### src/gmc_pkg.sv
// ----------------------------------------------------------------------------
// gmc_pkg
// Stage types, constants and small tables of the calendar / day number /
// epoch seconds converter.
// ----------------------------------------------------------------------------
package gmc_pkg;

  localparam logic [1:0] OP_CALENDAR   = 2'd0;
  localparam logic [1:0] OP_DAY_NUMBER = 2'd1;

  localparam int STAGES = 13;

  localparam logic [16:0] SEC_PER_DAY = 17'd86400;

  // biased day count: 400-year cycles added so that every day number is positive
  localparam logic [23:0] DAY_BIAS   = 24'd4769597;
  localparam logic [23:0] CAL_BIAS   = 24'd3944618;
  localparam logic [39:0] EPOCH_BIAS = 40'd416546582400;
  localparam logic [14:0] YEAR_BIAS  = 15'd400;
  localparam logic [17:0] YEAR_SHIFT = 18'd11200;

  // reciprocals for constant division
  localparam logic [13:0] MAG25     = 14'd10486;      // x / 25,     shift 18
  localparam logic [17:0] MAG675H   = 18'd198842;     // x / 675,    shift 27
  localparam logic [26:0] MAG675L   = 27'd101806633;  // x / 675,    shift 36
  localparam logic [24:0] MAG400Y   = 25'd30103606;   // x / 146097, shift 42
  localparam logic [16:0] MAG1461   = 17'd91868;      // x / 1461,   shift 27
  localparam logic [17:0] MAG60     = 18'd139811;     // x / 60,     shift 23
  localparam logic [11:0] MAG60H    = 12'd2185;       // x / 60,     shift 17
  localparam logic [23:0] MONTH_MUL = 24'd34270;      // (5x + 308) / 153
  localparam logic [23:0] MONTH_ADD = 24'd2111032;

  typedef struct packed {
    logic [1:0]  op;
    logic [14:0] cal_yb;
    logic [8:0]  cal_dm;
    logic [16:0] cal_ts;
    logic [23:0] mjd_jd;
    logic [16:0] mjd_sod;
    logic [39:0] ep_u;
  } s1_t;

  typedef struct packed {
    logic [1:0]  op;
    logic [22:0] p365;
    logic [12:0] q4;
    logic [8:0]  q100;
    logic [8:0]  q400;
    logic [8:0]  cal_dm;
    logic [16:0] cal_ts;
    logic [23:0] mjd_jd;
    logic [16:0] mjd_sod;
    logic [7:0]  q1;
    logic [39:0] ep_u;
  } s2_t;

  typedef struct packed {
    logic [1:0]  op;
    logic [23:0] cal_jd;
    logic [16:0] cal_sod;
    logic [23:0] mjd_jd;
    logic [16:0] mjd_sod;
    logic [7:0]  q1;
    logic [25:0] x2;
    logic [6:0]  ep_lo;
  } s3_t;

  typedef struct packed {
    logic [1:0]  op;
    logic [23:0] cal_jd;
    logic [16:0] cal_sod;
    logic [23:0] mjd_jd;
    logic [16:0] mjd_sod;
    logic [7:0]  q1;
    logic [15:0] q0;
    logic [25:0] x2;
    logic [6:0]  ep_lo;
  } s4_t;

  typedef struct packed {
    logic [23:0] jd;
    logic [16:0] sod;
  } s5_t;

  typedef struct packed {
    logic [23:0] jd;
    logic [6:0]  g;
    logic [16:0] sod;
    logic [10:0] qm;
    logic [40:0] eprod;
    logic [22:0] dn;
  } s6_t;

  typedef struct packed {
    logic [6:0]  g;
    logic [17:0] dg;
    logic [10:0] qm;
    logic [4:0]  qh;
    logic [5:0]  sec;
    logic [38:0] epoch;
    logic [22:0] dn;
    logic [16:0] sod;
  } s7_t;

  typedef struct packed {
    logic [4:0]  hour;
    logic [5:0]  minute;
    logic [5:0]  sec;
    logic [22:0] dn;
    logic [16:0] sod;
    logic [38:0] epoch;
  } tail_t;

  typedef struct packed {
    logic [6:0]  g;
    logic [1:0]  c;
    logic [15:0] dc;
    tail_t       tail;
  } s8_t;

  typedef struct packed {
    logic [6:0]  g;
    logic [1:0]  c;
    logic [15:0] dc;
    logic [4:0]  b;
    tail_t       tail;
  } s9_t;

  typedef struct packed {
    logic [10:0] db;
    logic [16:0] ypart;
    tail_t       tail;
  } s10_t;

  typedef struct packed {
    logic [8:0]  da;
    logic [16:0] ysum;
    tail_t       tail;
  } s11_t;

  typedef struct packed {
    logic [3:0]  m;
    logic [8:0]  da;
    logic [16:0] ysum;
    tail_t       tail;
  } s12_t;

  // days from march 1 to the first of shifted month m
  function automatic logic [8:0] days_before(input logic [3:0] m);
    case (m)
      4'd0:    days_before = 9'd0;
      4'd1:    days_before = 9'd31;
      4'd2:    days_before = 9'd61;
      4'd3:    days_before = 9'd92;
      4'd4:    days_before = 9'd122;
      4'd5:    days_before = 9'd153;
      4'd6:    days_before = 9'd184;
      4'd7:    days_before = 9'd214;
      4'd8:    days_before = 9'd245;
      4'd9:    days_before = 9'd275;
      4'd10:   days_before = 9'd306;
      4'd11:   days_before = 9'd337;
      default: days_before = 9'd0;
    endcase
  endfunction

  // century within a 400-year cycle, last day stays in the fourth century
  function automatic logic [1:0] century_of(input logic [17:0] dg);
    if (dg >= 18'd109572) begin
      century_of = 2'd3;
    end else if (dg >= 18'd73048) begin
      century_of = 2'd2;
    end else if (dg >= 18'd36524) begin
      century_of = 2'd1;
    end else begin
      century_of = 2'd0;
    end
  endfunction

  // year within a 4-year cycle, leap day stays in the fourth year
  function automatic logic [1:0] year_of(input logic [10:0] db);
    if (db >= 11'd1095) begin
      year_of = 2'd3;
    end else if (db >= 11'd730) begin
      year_of = 2'd2;
    end else if (db >= 11'd365) begin
      year_of = 2'd1;
    end else begin
      year_of = 2'd0;
    end
  endfunction

endpackage

### src/gregorian_mjd_converter.sv
// ----------------------------------------------------------------------------
// gregorian_mjd_converter
// Converts a time point given as calendar date and time, modified julian day
// and second of day, or seconds since J2000 into all three forms.
// ----------------------------------------------------------------------------
// One beat enters per clock and one result leaves per cycle. The pipeline
// depth is set by the chain of constant-divisor stages: the split of epoch
// seconds into day and second (two base-65536 division digits by 675) and
// the 400/100/4/1-year breakdown of the day count. busy is high only in
// reset. Each result shows on the output ports for the single cycle in
// which done is high; the receiver cannot hold it off and must take it
// then. Years outside 1 to 9999 set out_of_range and keep the low bits.
module gregorian_mjd_converter (
  input  logic               clk,
  input  logic               rst,
  input  logic               start,
  output logic               busy,
  input  logic [1:0]         operation,
  input  logic [13:0]        year,
  input  logic [3:0]         month,
  input  logic [4:0]         day,
  input  logic [4:0]         hour,
  input  logic [5:0]         minute,
  input  logic [5:0]         second,
  input  logic signed [22:0] day_number,
  input  logic [16:0]        second_of_day,
  input  logic signed [38:0] epoch_seconds,
  output logic               done,
  output logic [13:0]        out_year,
  output logic [3:0]         out_month,
  output logic [4:0]         out_day,
  output logic [4:0]         out_hour,
  output logic [5:0]         out_minute,
  output logic [5:0]         out_second,
  output logic signed [22:0] out_day_number,
  output logic [16:0]        out_second_of_day,
  output logic signed [38:0] out_epoch_seconds,
  output logic               out_of_range
);
  import gmc_pkg::*;

  logic              in_fire;
  logic [STAGES-1:0] vld;

  s1_t  st1, st1_next;
  s2_t  st2, st2_next;
  s3_t  st3, st3_next;
  s4_t  st4, st4_next;
  s5_t  st5, st5_next;
  s6_t  st6, st6_next;
  s7_t  st7, st7_next;
  s8_t  st8, st8_next;
  s9_t  st9, st9_next;
  s10_t st10, st10_next;
  s11_t st11, st11_next;
  s12_t st12, st12_next;

  logic [3:0]  cal_m;
  logic        mjd_carry;
  logic [26:0] prod100, prod400;
  logic [34:0] prod1;
  logic [23:0] cal_pre;
  logic        cal_tc;
  logic [16:0] rem1;
  logic [52:0] prod0;
  logic [25:0] rem0;
  logic [48:0] prod_g;
  logic [34:0] prod_qm;
  logic [22:0] prod_qh;
  logic [23:0] dgw;
  logic [16:0] secw;
  logic [40:0] epw;
  logic [17:0] dcw;
  logic [10:0] minw;
  logic [32:0] prod_b;
  logic [15:0] dbw;
  logic [1:0]  yr_a;
  logic [10:0] daw;
  logic [23:0] prod_m;
  logic        year_carry;
  logic [17:0] yyw;
  logic [8:0]  dayw;

  assign busy    = rst;
  assign in_fire = start && !busy;

  always_ff @(posedge clk) begin
    if (rst) begin
      vld <= '0;
    end else begin
      vld <= {vld[STAGES-2:0], in_fire};
    end
  end

  assign done = vld[STAGES-1];

  // input beat: month shift, time of day, day number carry, epoch bias
  always_comb begin
    if (month <= 4'd2) begin
      cal_m           = month + 4'd9;
      st1_next.cal_yb = 15'(year) + YEAR_BIAS - 15'd1;
    end else if (month == 4'd15) begin
      cal_m           = 4'd0;
      st1_next.cal_yb = 15'(year) + YEAR_BIAS + 15'd1;
    end else begin
      cal_m           = month - 4'd3;
      st1_next.cal_yb = 15'(year) + YEAR_BIAS;
    end
    st1_next.op      = operation;
    st1_next.cal_dm  = 9'(day) + days_before(cal_m);
    st1_next.cal_ts  = 17'(hour) * 17'd3600 + 17'(minute) * 17'd60 + 17'(second);
    mjd_carry        = second_of_day >= SEC_PER_DAY;
    st1_next.mjd_sod = mjd_carry ? second_of_day - SEC_PER_DAY : second_of_day;
    st1_next.mjd_jd  = {day_number[22], day_number} + DAY_BIAS + 24'(mjd_carry);
    st1_next.ep_u    = {epoch_seconds[38], epoch_seconds} + EPOCH_BIAS;
  end

  // leap year terms, high digit of the epoch day split
  always_comb begin
    prod100          = 27'(st1.cal_yb[14:2]) * 27'(MAG25);
    prod400          = 27'(st1.cal_yb[14:4]) * 27'(MAG25);
    prod1            = 35'(st1.ep_u[39:23]) * 35'(MAG675H);
    st2_next.op      = st1.op;
    st2_next.p365    = 23'(st1.cal_yb) * 23'd365;
    st2_next.q4      = st1.cal_yb[14:2];
    st2_next.q100    = prod100[26:18];
    st2_next.q400    = prod400[26:18];
    st2_next.cal_dm  = st1.cal_dm;
    st2_next.cal_ts  = st1.cal_ts;
    st2_next.mjd_jd  = st1.mjd_jd;
    st2_next.mjd_sod = st1.mjd_sod;
    st2_next.q1      = prod1[34:27];
    st2_next.ep_u    = st1.ep_u;
  end

  always_comb begin
    cal_pre = 24'(st2.p365) + 24'(st2.q4) - 24'(st2.q100) + 24'(st2.q400)
            + 24'(st2.cal_dm) + CAL_BIAS;
    cal_tc  = st2.cal_ts >= SEC_PER_DAY;
    rem1    = st2.ep_u[39:23] - 17'(st2.q1) * 17'd675;
    st3_next.op      = st2.op;
    st3_next.cal_jd  = cal_pre + 24'(cal_tc);
    st3_next.cal_sod = cal_tc ? st2.cal_ts - SEC_PER_DAY : st2.cal_ts;
    st3_next.mjd_jd  = st2.mjd_jd;
    st3_next.mjd_sod = st2.mjd_sod;
    st3_next.q1      = st2.q1;
    st3_next.x2      = {rem1[9:0], st2.ep_u[22:7]};
    st3_next.ep_lo   = st2.ep_u[6:0];
  end

  always_comb begin
    prod0            = 53'(st3.x2) * 53'(MAG675L);
    st4_next.op      = st3.op;
    st4_next.cal_jd  = st3.cal_jd;
    st4_next.cal_sod = st3.cal_sod;
    st4_next.mjd_jd  = st3.mjd_jd;
    st4_next.mjd_sod = st3.mjd_sod;
    st4_next.q1      = st3.q1;
    st4_next.q0      = prod0[51:36];
    st4_next.x2      = st3.x2;
    st4_next.ep_lo   = st3.ep_lo;
  end

  // select the source form
  always_comb begin
    rem0 = st4.x2 - 26'(st4.q0) * 26'd675;
    case (st4.op)
      OP_CALENDAR: begin
        st5_next.jd  = st4.cal_jd;
        st5_next.sod = st4.cal_sod;
      end
      OP_DAY_NUMBER: begin
        st5_next.jd  = st4.mjd_jd;
        st5_next.sod = st4.mjd_sod;
      end
      default: begin
        st5_next.jd  = {st4.q1, st4.q0};
        st5_next.sod = {rem0[9:0], st4.ep_lo};
      end
    endcase
  end

  always_comb begin
    prod_g         = 49'(st5.jd) * 49'(MAG400Y);
    prod_qm        = 35'(st5.sod) * 35'(MAG60);
    st6_next.jd    = st5.jd;
    st6_next.g     = prod_g[48:42];
    st6_next.sod   = st5.sod;
    st6_next.qm    = prod_qm[33:23];
    st6_next.eprod = 41'(st5.jd) * 41'(SEC_PER_DAY);
    st6_next.dn    = 23'(st5.jd - DAY_BIAS);
  end

  always_comb begin
    dgw     = st6.jd - 24'(st6.g) * 24'd146097;
    secw    = st6.sod - 17'(st6.qm) * 17'd60;
    prod_qh = 23'(st6.qm) * 23'(MAG60H);
    epw     = st6.eprod + 41'(st6.sod) - 41'(EPOCH_BIAS);
    st7_next.g     = st6.g;
    st7_next.dg    = dgw[17:0];
    st7_next.qm    = st6.qm;
    st7_next.qh    = prod_qh[21:17];
    st7_next.sec   = secw[5:0];
    st7_next.epoch = epw[38:0];
    st7_next.dn    = st6.dn;
    st7_next.sod   = st6.sod;
  end

  always_comb begin
    st8_next.c           = century_of(st7.dg);
    dcw                  = st7.dg - 18'(st8_next.c) * 18'd36524;
    minw                 = st7.qm - 11'(st7.qh) * 11'd60;
    st8_next.g           = st7.g;
    st8_next.dc          = dcw[15:0];
    st8_next.tail.hour   = st7.qh;
    st8_next.tail.minute = minw[5:0];
    st8_next.tail.sec    = st7.sec;
    st8_next.tail.dn     = st7.dn;
    st8_next.tail.sod    = st7.sod;
    st8_next.tail.epoch  = st7.epoch;
  end

  always_comb begin
    prod_b        = 33'(st8.dc) * 33'(MAG1461);
    st9_next.g    = st8.g;
    st9_next.c    = st8.c;
    st9_next.dc   = st8.dc;
    st9_next.b    = prod_b[31:27];
    st9_next.tail = st8.tail;
  end

  always_comb begin
    dbw              = st9.dc - 16'(st9.b) * 16'd1461;
    st10_next.db     = dbw[10:0];
    st10_next.ypart  = 17'(st9.g) * 17'd400 + 17'(st9.c) * 17'd100 + 17'(st9.b) * 17'd4;
    st10_next.tail   = st9.tail;
  end

  always_comb begin
    yr_a           = year_of(st10.db);
    daw            = st10.db - 11'(yr_a) * 11'd365;
    st11_next.da   = daw[8:0];
    st11_next.ysum = st10.ypart + 17'(yr_a);
    st11_next.tail = st10.tail;
  end

  always_comb begin
    prod_m         = 24'(st11.da) * MONTH_MUL + MONTH_ADD;
    st12_next.m    = prod_m[23:20] - 4'd2;
    st12_next.da   = st11.da;
    st12_next.ysum = st11.ysum;
    st12_next.tail = st11.tail;
  end

  always_comb begin
    year_carry = st12.m >= 4'd10;
    yyw        = 18'(st12.ysum) - YEAR_SHIFT + 18'(year_carry);
    dayw       = st12.da - days_before(st12.m) + 9'd1;
  end

  always_ff @(posedge clk) begin
    st1  <= st1_next;
    st2  <= st2_next;
    st3  <= st3_next;
    st4  <= st4_next;
    st5  <= st5_next;
    st6  <= st6_next;
    st7  <= st7_next;
    st8  <= st8_next;
    st9  <= st9_next;
    st10 <= st10_next;
    st11 <= st11_next;
    st12 <= st12_next;
    out_year          <= yyw[13:0];
    out_month         <= year_carry ? st12.m - 4'd9 : st12.m + 4'd3;
    out_day           <= dayw[4:0];
    out_hour          <= st12.tail.hour;
    out_minute        <= st12.tail.minute;
    out_second        <= st12.tail.sec;
    out_day_number    <= st12.tail.dn;
    out_second_of_day <= st12.tail.sod;
    out_epoch_seconds <= st12.tail.epoch;
    out_of_range      <= ($signed(yyw) < 18'sd1) || ($signed(yyw) > 18'sd9999);
  end

endmodule
### config.mk
export PLATFORM = sky130hd
export DESIGN_NAME = gregorian_mjd_converter
export DESIGN_NICKNAME = d
export VERILOG_FILES = /design/src/gmc_pkg.sv /design/src/gregorian_mjd_converter.sv
export SDC_FILE = /design/constraint.sdc
export NUM_CORES = 2
export LEC_CHECK = 0
export ABC_AREA = 1
export BUFFER_PORTS_ARGS = -buffer_cell sky130_fd_sc_hd__buf_2
export CAP_MARGIN = 15
export CELL_PAD_IN_SITES_DETAIL_PLACEMENT = 1
export CELL_PAD_IN_SITES_GLOBAL_PLACEMENT = 1
export CORE_MARGIN = 2
export CORE_UTILIZATION = 46
export CTS_CLUSTER_SIZE = 28
export DETAILED_ROUTE_END_ITERATION = 16
export PLACE_DENSITY_LB_ADDON = 0.1
export SYNTH_ARGS = -nofsm -noshare
export SYNTH_HDL_FRONTEND = slang
export SYNTH_SLANG_ARGS = --single-unit
### constraint.sdc
create_clock -name clk -period 5.8 [get_ports clk]
set_clock_uncertainty 0.1 [all_clocks]
set_input_delay 0.29 -clock clk [delete_from_list [all_inputs] [get_ports clk]]
set_output_delay 0.29 -clock clk [all_outputs]
set_load 0.01 [all_outputs]
* Yosys cells after proc, flatten, opt, wreduce, memory -nomap -nowiden *
Memory sizes are Yosys's and may differ from the RTL's. A register that Yosys moved wholly into a read port is not among the register bits.
Cells that the tools add are included.

cells by class
  add/subtract/negate cells = 41
  magnitude comparators = 12
  multiplexer cells = 14
  bitwise gates (word level) = 0
  multiply operators = 23
  shifts and indexed selects = 0
  div/mod/pow operators = 0
  reduce and logical (&&, ||, !) cells = 4
  eq/ne operators = 2

operators with widths
  kind                      number
  $pmux W41 S2              1
  $mul A26 B27 Y52 const B  1
  $add A24 B1 Y24           2
  $add A24 B22 Y24 const B  2
  $mul A24 B24 Y48 const B  1
  $add A40 B39 Y40 const B  1
  $add A39 B17 Y39          1
  $sub A39 B39 Y39 const B  1
  $ge A18 B17 Y1 const B    2
  $ge A17 B17 Y1 const B    2
  $mul A17 B17 Y34 const B  1
  $mul A17 B18 Y34 const B  1
  $mux W17                  2
  $sub A17 B17 Y17 const B  2
  $mul A24 B10 Y32 const B  1
  $mul A16 B15 Y30 const B  1
  $mux W15                  2
  $mul A13 B13 Y26 const B  1
  $add A23 B13 Y24          1
  $add A24 B23 Y24 const B  1
  $add A24 B7 Y24           1
  $add A24 B9 Y24           1
  $mul A11 B13 Y24 const B  1
  $sub A24 B9 Y24           1
  56 further kinds          65

word-level totals
  input bits = 124
  word-level logic and storage cells = 204
  bits in writable memories = 0
  register bits = 1,549
  output and inout bits = 122
  bits in latches = 0
  memories = 2
  ROM bits = 288

memory list
  name             words  bits a word  read ports  clocked after memory_dff  write ports  RTL line        RTL
  (no name shown)  16     9            1           1                         0            gmc_pkg.sv:150  case (m)
  (no name shown)  16     9            1           0                         0            gmc_pkg.sv:150

* Depth between registers and ports, before layout *
  word-level depth = 6
  mapped depth = 33
  gate-level depth less buffers = 33

* Worst setup path before layout *
Ideal clock, no wire load.

  path type = register to register
  from = register st5[23] (netlist bit)
  to = register st6[98] (netlist bit)
  data required time = 5,628 ps
  data arrival time = 5,869 ps
  clock period less this slack = 6,040 ps
  setup slack = -240 ps
  buffers on the path = 0
  cell stages (with the launch flop) = 24
  path through = dfxtp_1 -> inv_1 -> fa_1 -> inv_1 -> fa_1 -> inv_1 -> fa_1 -> fa_1 -> fa_1 -> inv_1 -> fa_1 -> inv_1 -> fa_1 -> inv_1 -> ha_1 -> nand2_1 -> nor2_1 -> inv_1 -> nor3_1 -> nand2_1 -> nand2_1 -> a21oi_1 -> o21ai_0 -> xor2_1

between the ends
  cells in the longest elaborated chain, start to end = 1

ends and longest elaborated chain
  item                      RTL line                        RTL
  start: declaration        gregorian_mjd_converter.sv:49   s5_t st5, st5_next;
  start signal: assignment  gregorian_mjd_converter.sv:266  st5 <= st5_next;
  $mul A24 B24 Y48          gregorian_mjd_converter.sv:184  prod_g = 49'(st5.jd) * 49'(MAG400Y);
  named net prod_g[48]      gregorian_mjd_converter.sv:67   logic [48:0] prod_g;
  end signal: assignment    gregorian_mjd_converter.sv:267  st6 <= st6_next;
  end: declaration          gregorian_mjd_converter.sv:50   s6_t st6, st6_next;

The timed path passes the listed nets, and every way through them passes these cells.
A chain may end at the register's enable or synchronous reset.

* Worst setup path after layout *
  from = register st5[24] (netlist bit)
  to = register st6[92] (netlist bit)

The elaborated chain is that of the path after synthesis.

==> reports/qor.csv <==
stage;metric;value;unit
timing;grt_setup_unrepaired;yes;
synthesis;ys_warn_count;0;
clock_network;tritoncts;yes;
placed_design;port_buffers;245;
routing;route.final.wire_length;245000;um
routing;first_iter_violations;2318;
timing;timing.final.max_slew_violations;0;
timing;finalHoldViolCount;0;
placed_design;dp.final_hpwl;205000;um
finish;nNetsFinal;13200;
synthesis;async_flop_share;0;%
die;core_ar;206000;um2
synthesis;synth.net_count;12300;
timing;number_of_setup_violations_in_the_final_report;0;
placed_design;placement.cell_area;102000;um2
timing;timing.slew.headroom;32.9;%
placed_design;placed_cells_incl_taps;12700;
setup_path;timing.setup.critical_path_class;register to register;
die;floorplan.initialDensity;46.1;%
die;fp.dieArea;211000;um2
synthesis;synth_seq_cells;1488;
global_routing;grt_first_pass_wirelength;394000;um
die;rows;167;
finish;synthesis_to_finish_area_growth;17.4;%
timing;period_minus_slack;5.76;ns
die;die_x;459;um
clock_network;cts.htree.levels;4;
die;die_height;459;um
timing;worst-slew-pin-transition;0.993;ns
synthesis;synth.avg_cell_area;10.0;um2
hold_path;hold_path.class;input pin to register;
finish;fin_util;54.2;%
synthesis;synth_area;95300;um2
synthesis;synth_compound_gate_area_share;5.43;%
clock_network;worst_skew_pair.late_latency;0.85;ns
global_routing;grt_util_all_layers;23.7;%
setup_path;critical_path_arrival;6.33;ns
synthesis;synth-adder-area-share;42.7;%
global_routing;global_route.overflow_total;0;
placed_design;place_worst_setup_slack;-0.252;ns
timing;setup_ws;0.0375;ns
timing;layout_worst_path_cycle_share;99.4;%
setup_path;worst-endpoint-required;6.37;ns
finish;layoutNonFillerInstCount;13200;
synthesis;synth_largest_type_area_fraction;31.3;%
synthesis;synth.largest_area_cell;dfxtp_1;
routing;post_drt_wl_per_cell;18.5;um
global_routing;grt_max_degree;43;
synthesis;netlist-cell-type-count;57;
synthesis;postSynthCellCount;9481;
run;drv_cap;0;
synthesis;synth.area.mux_share;0;%
synthesis;synthFlopType;dfxtp_1;
finish;drive_above_1_share;11.7;%
die;ios;246;
routing;final_antenna_net_count;0;
synthesis;ys_seq_area_share;31.3;%
clock_network;cts.root.buffer_cell;clkbuf_16;
clock_network;worst_setup_hold_path_clk_slew;0.07;ns
clock_network;cts-buffers-inserted;160;
synthesis;synth-edff-count;0;
finish;finalInstanceArea;112000;um2
synthesis;top_cells_by_area_synth;dfxtp_1, ha_1, fa_1;
timing;timing.fmax;174;MHz
routing;vias_per_cell;4.90;
setup_path;endpoint_type_of_the_worst_setup_path;register;
synthesis;yosys.area_share.xor_xnor;4.14;%
placed_design;place.gp.congestion;0.916;
routing;drc;0;
clock_network;cts-root-to-sink-buffers;3;
global_routing;number_of_global_route_vias_before_repair;72900;
synthesis;largest_family_of_logic_cells_by_synthesized_area;adder cells;
run_status;outcome;finished clean;
global_routing;grt_antenna_before_repair;18;
clock_network;cts_sinks;1488;
routing;dr.pass1.iters;5;
synthesis;simple_logic_cell_fraction_of_the_synthesized_area;7.54;%
setup_path;timing.critical_path.fanout_max;4;
setup_path;worstSetupStartpointType;register;
routing;vias;64900;
[state kept, by name (all words and copies together) (netlist names), 113 cells and up, named ones only]
| register | cells |
|---|---|
| st4 | 125 |
| st10 | 113 |
| st2 | 162 |
| st12 | 113 |
| st3 | 125 |
| st1 | 124 |
| st11 | 113 |
[layout make-up]
class | instances | area, um2
multi-input combinational | 5730 | 58400
antenna | 4 | 10.0
sequential | 1488 | 29800
clock inverter | 93 | 1420
tap | 2704 | 3380
clock buffer | 201 | 4410
fill | 22700 | 94600
inverter | 2232 | 8390
timing repair buffer | 795 | 5990
[final timing paths]
kind,cells past startpoint,end,slack (ns),startpoint
setup reg to reg,19,st6[92]$_DFF_P_,0.04,st5[24]$_DFF_P_
hold / removal,2,st1[44]$_DFF_P_,0.08,second_of_day[4]
setup / recovery,19,st6[92]$_DFF_P_,0.04,st5[24]$_DFF_P_
hold reg to reg,0,out_day_number[20]$_DFF_P_,0.18,st12[76]$_DFF_P_
[cell usage after synthesis, types with 10 or more instances]
library cell and count:
buf_4 10, o21a_1 22, nor4_1 31, a22oi_1 14, o21ai_1 12, a31oi_1 34, o211ai_1 20, a21boi_0 17
xor2_1 319, o31ai_1 18, nor3_1 63, ha_1 1690, o21bai_1 24, a21o_1 18, o21ai_0 239, a211oi_1 11
inv_1 2226, nand2_1 858, dfxtp_1 1488, a21oi_1 453, nand2_2 17, clkbuf_1 17, nor2_1 371, nand3b_1 10
fa_1 974, nand3_1 253, nand4_1 56, xnor2_1 129
[cell usage in the layout, fill, tap and decap left out, types with 18 or more instances in the layout]
| master | Yosys | layout |
|---|---|---|
| inv_1 | 2226 | 2179 |
| ha_1 | 1690 | 1625 |
| dfxtp_1 | 1488 | 1454 |
| fa_1 | 974 | 953 |
| nand2_1 | 858 | 815 |
| a21oi_1 | 453 | 427 |
| nor2_1 | 371 | 328 |
| xor2_1 | 319 | 319 |
| buf_4 | 10 | 316 |
| buf_2 | 0 | 245 |
| nand3_1 | 253 | 244 |
| dlygate4sd3_1 | 0 | 219 |
| o21ai_0 | 239 | 216 |
| clkbuf_16 | 0 | 162 |
| xnor2_1 | 129 | 129 |
| nor3_1 | 63 | 56 |
| nand4_1 | 56 | 56 |
| nand2_2 | 17 | 53 |
| ha_4 | 0 | 51 |
| inv_2 | 6 | 50 |
| nor2_2 | 6 | 37 |
| o21ai_1 | 12 | 32 |
| a31oi_1 | 34 | 29 |
| dfxtp_2 | 0 | 28 |
| a21oi_2 | 2 | 27 |
| o21bai_1 | 24 | 24 |
| o21a_1 | 22 | 22 |
| clkinv_2 | 0 | 22 |
| fa_2 | 0 | 21 |
| clkbuf_8 | 0 | 21 |
| bufinv_16 | 0 | 21 |
| o211ai_1 | 20 | 20 |
| nor4_1 | 31 | 20 |
| a21o_1 | 18 | 18 |
| clkbuf_1 | 17 | 18 |
[logic make-up (layout without fill, tap and decap cells)]
group           Yosys count  in the layout
compound gates          922            922
xor+xnor                449            449
fa+ha+maj              2664           2664
buf+inv                2263           3321
flops                  1488           1488
other cells               0              4
simple gates           1695           1695
[per-stage QoR]
step / hold slack (ns) / TNS, ns
global placement: 0.210 / -1.52
CTS: 0.00671 / 0
floorplan: 0.210 / 0
detailed placement: 0.213 / -2.42
finish: 0.0791 / 0
global route: 0.0512 / -1.80
[worst max-delay path, cell delays in order (launching register included)]
cell and delay (ns):
dfxtp_4 0.36, clkinvlp_4 0.13, buf_8 0.17, fa_1 0.53
inv_1 0.05, fa_1 0.53, inv_2 0.06, fa_2 0.57
fa_1 0.44, fa_1 0.55, inv_1 0.05, fa_1 0.56
ha_4 0.22, ha_4 0.25, a21oi_2 0.14, o21a_1 0.21
o31ai_2 0.10, a211oi_2 0.24, o211ai_1 0.14, xor2_1 0.17
[routing by layer]
layer	global-route usage (%)	part of all wire (%)	wire length [um]
met1	30.0	44	108000
met2	42.4	50	123000
met3	2.73	2.7	6650
met4	6.78	2.8	6940
met5	0	0.023	57
[repair_timing]
item                       4_1_cts  5_1_grt
setup buffers                    9       28
setup endpoints to repair       20       31
gates resized for setup         80      315
pin swaps                       66      188
hold buffers                   219        0
hold endpoints to repair       131        0
Power is left out: the tool's default activity adds up to more than one toggle a clock period on the data nets, which glitch-free logic cannot reach.
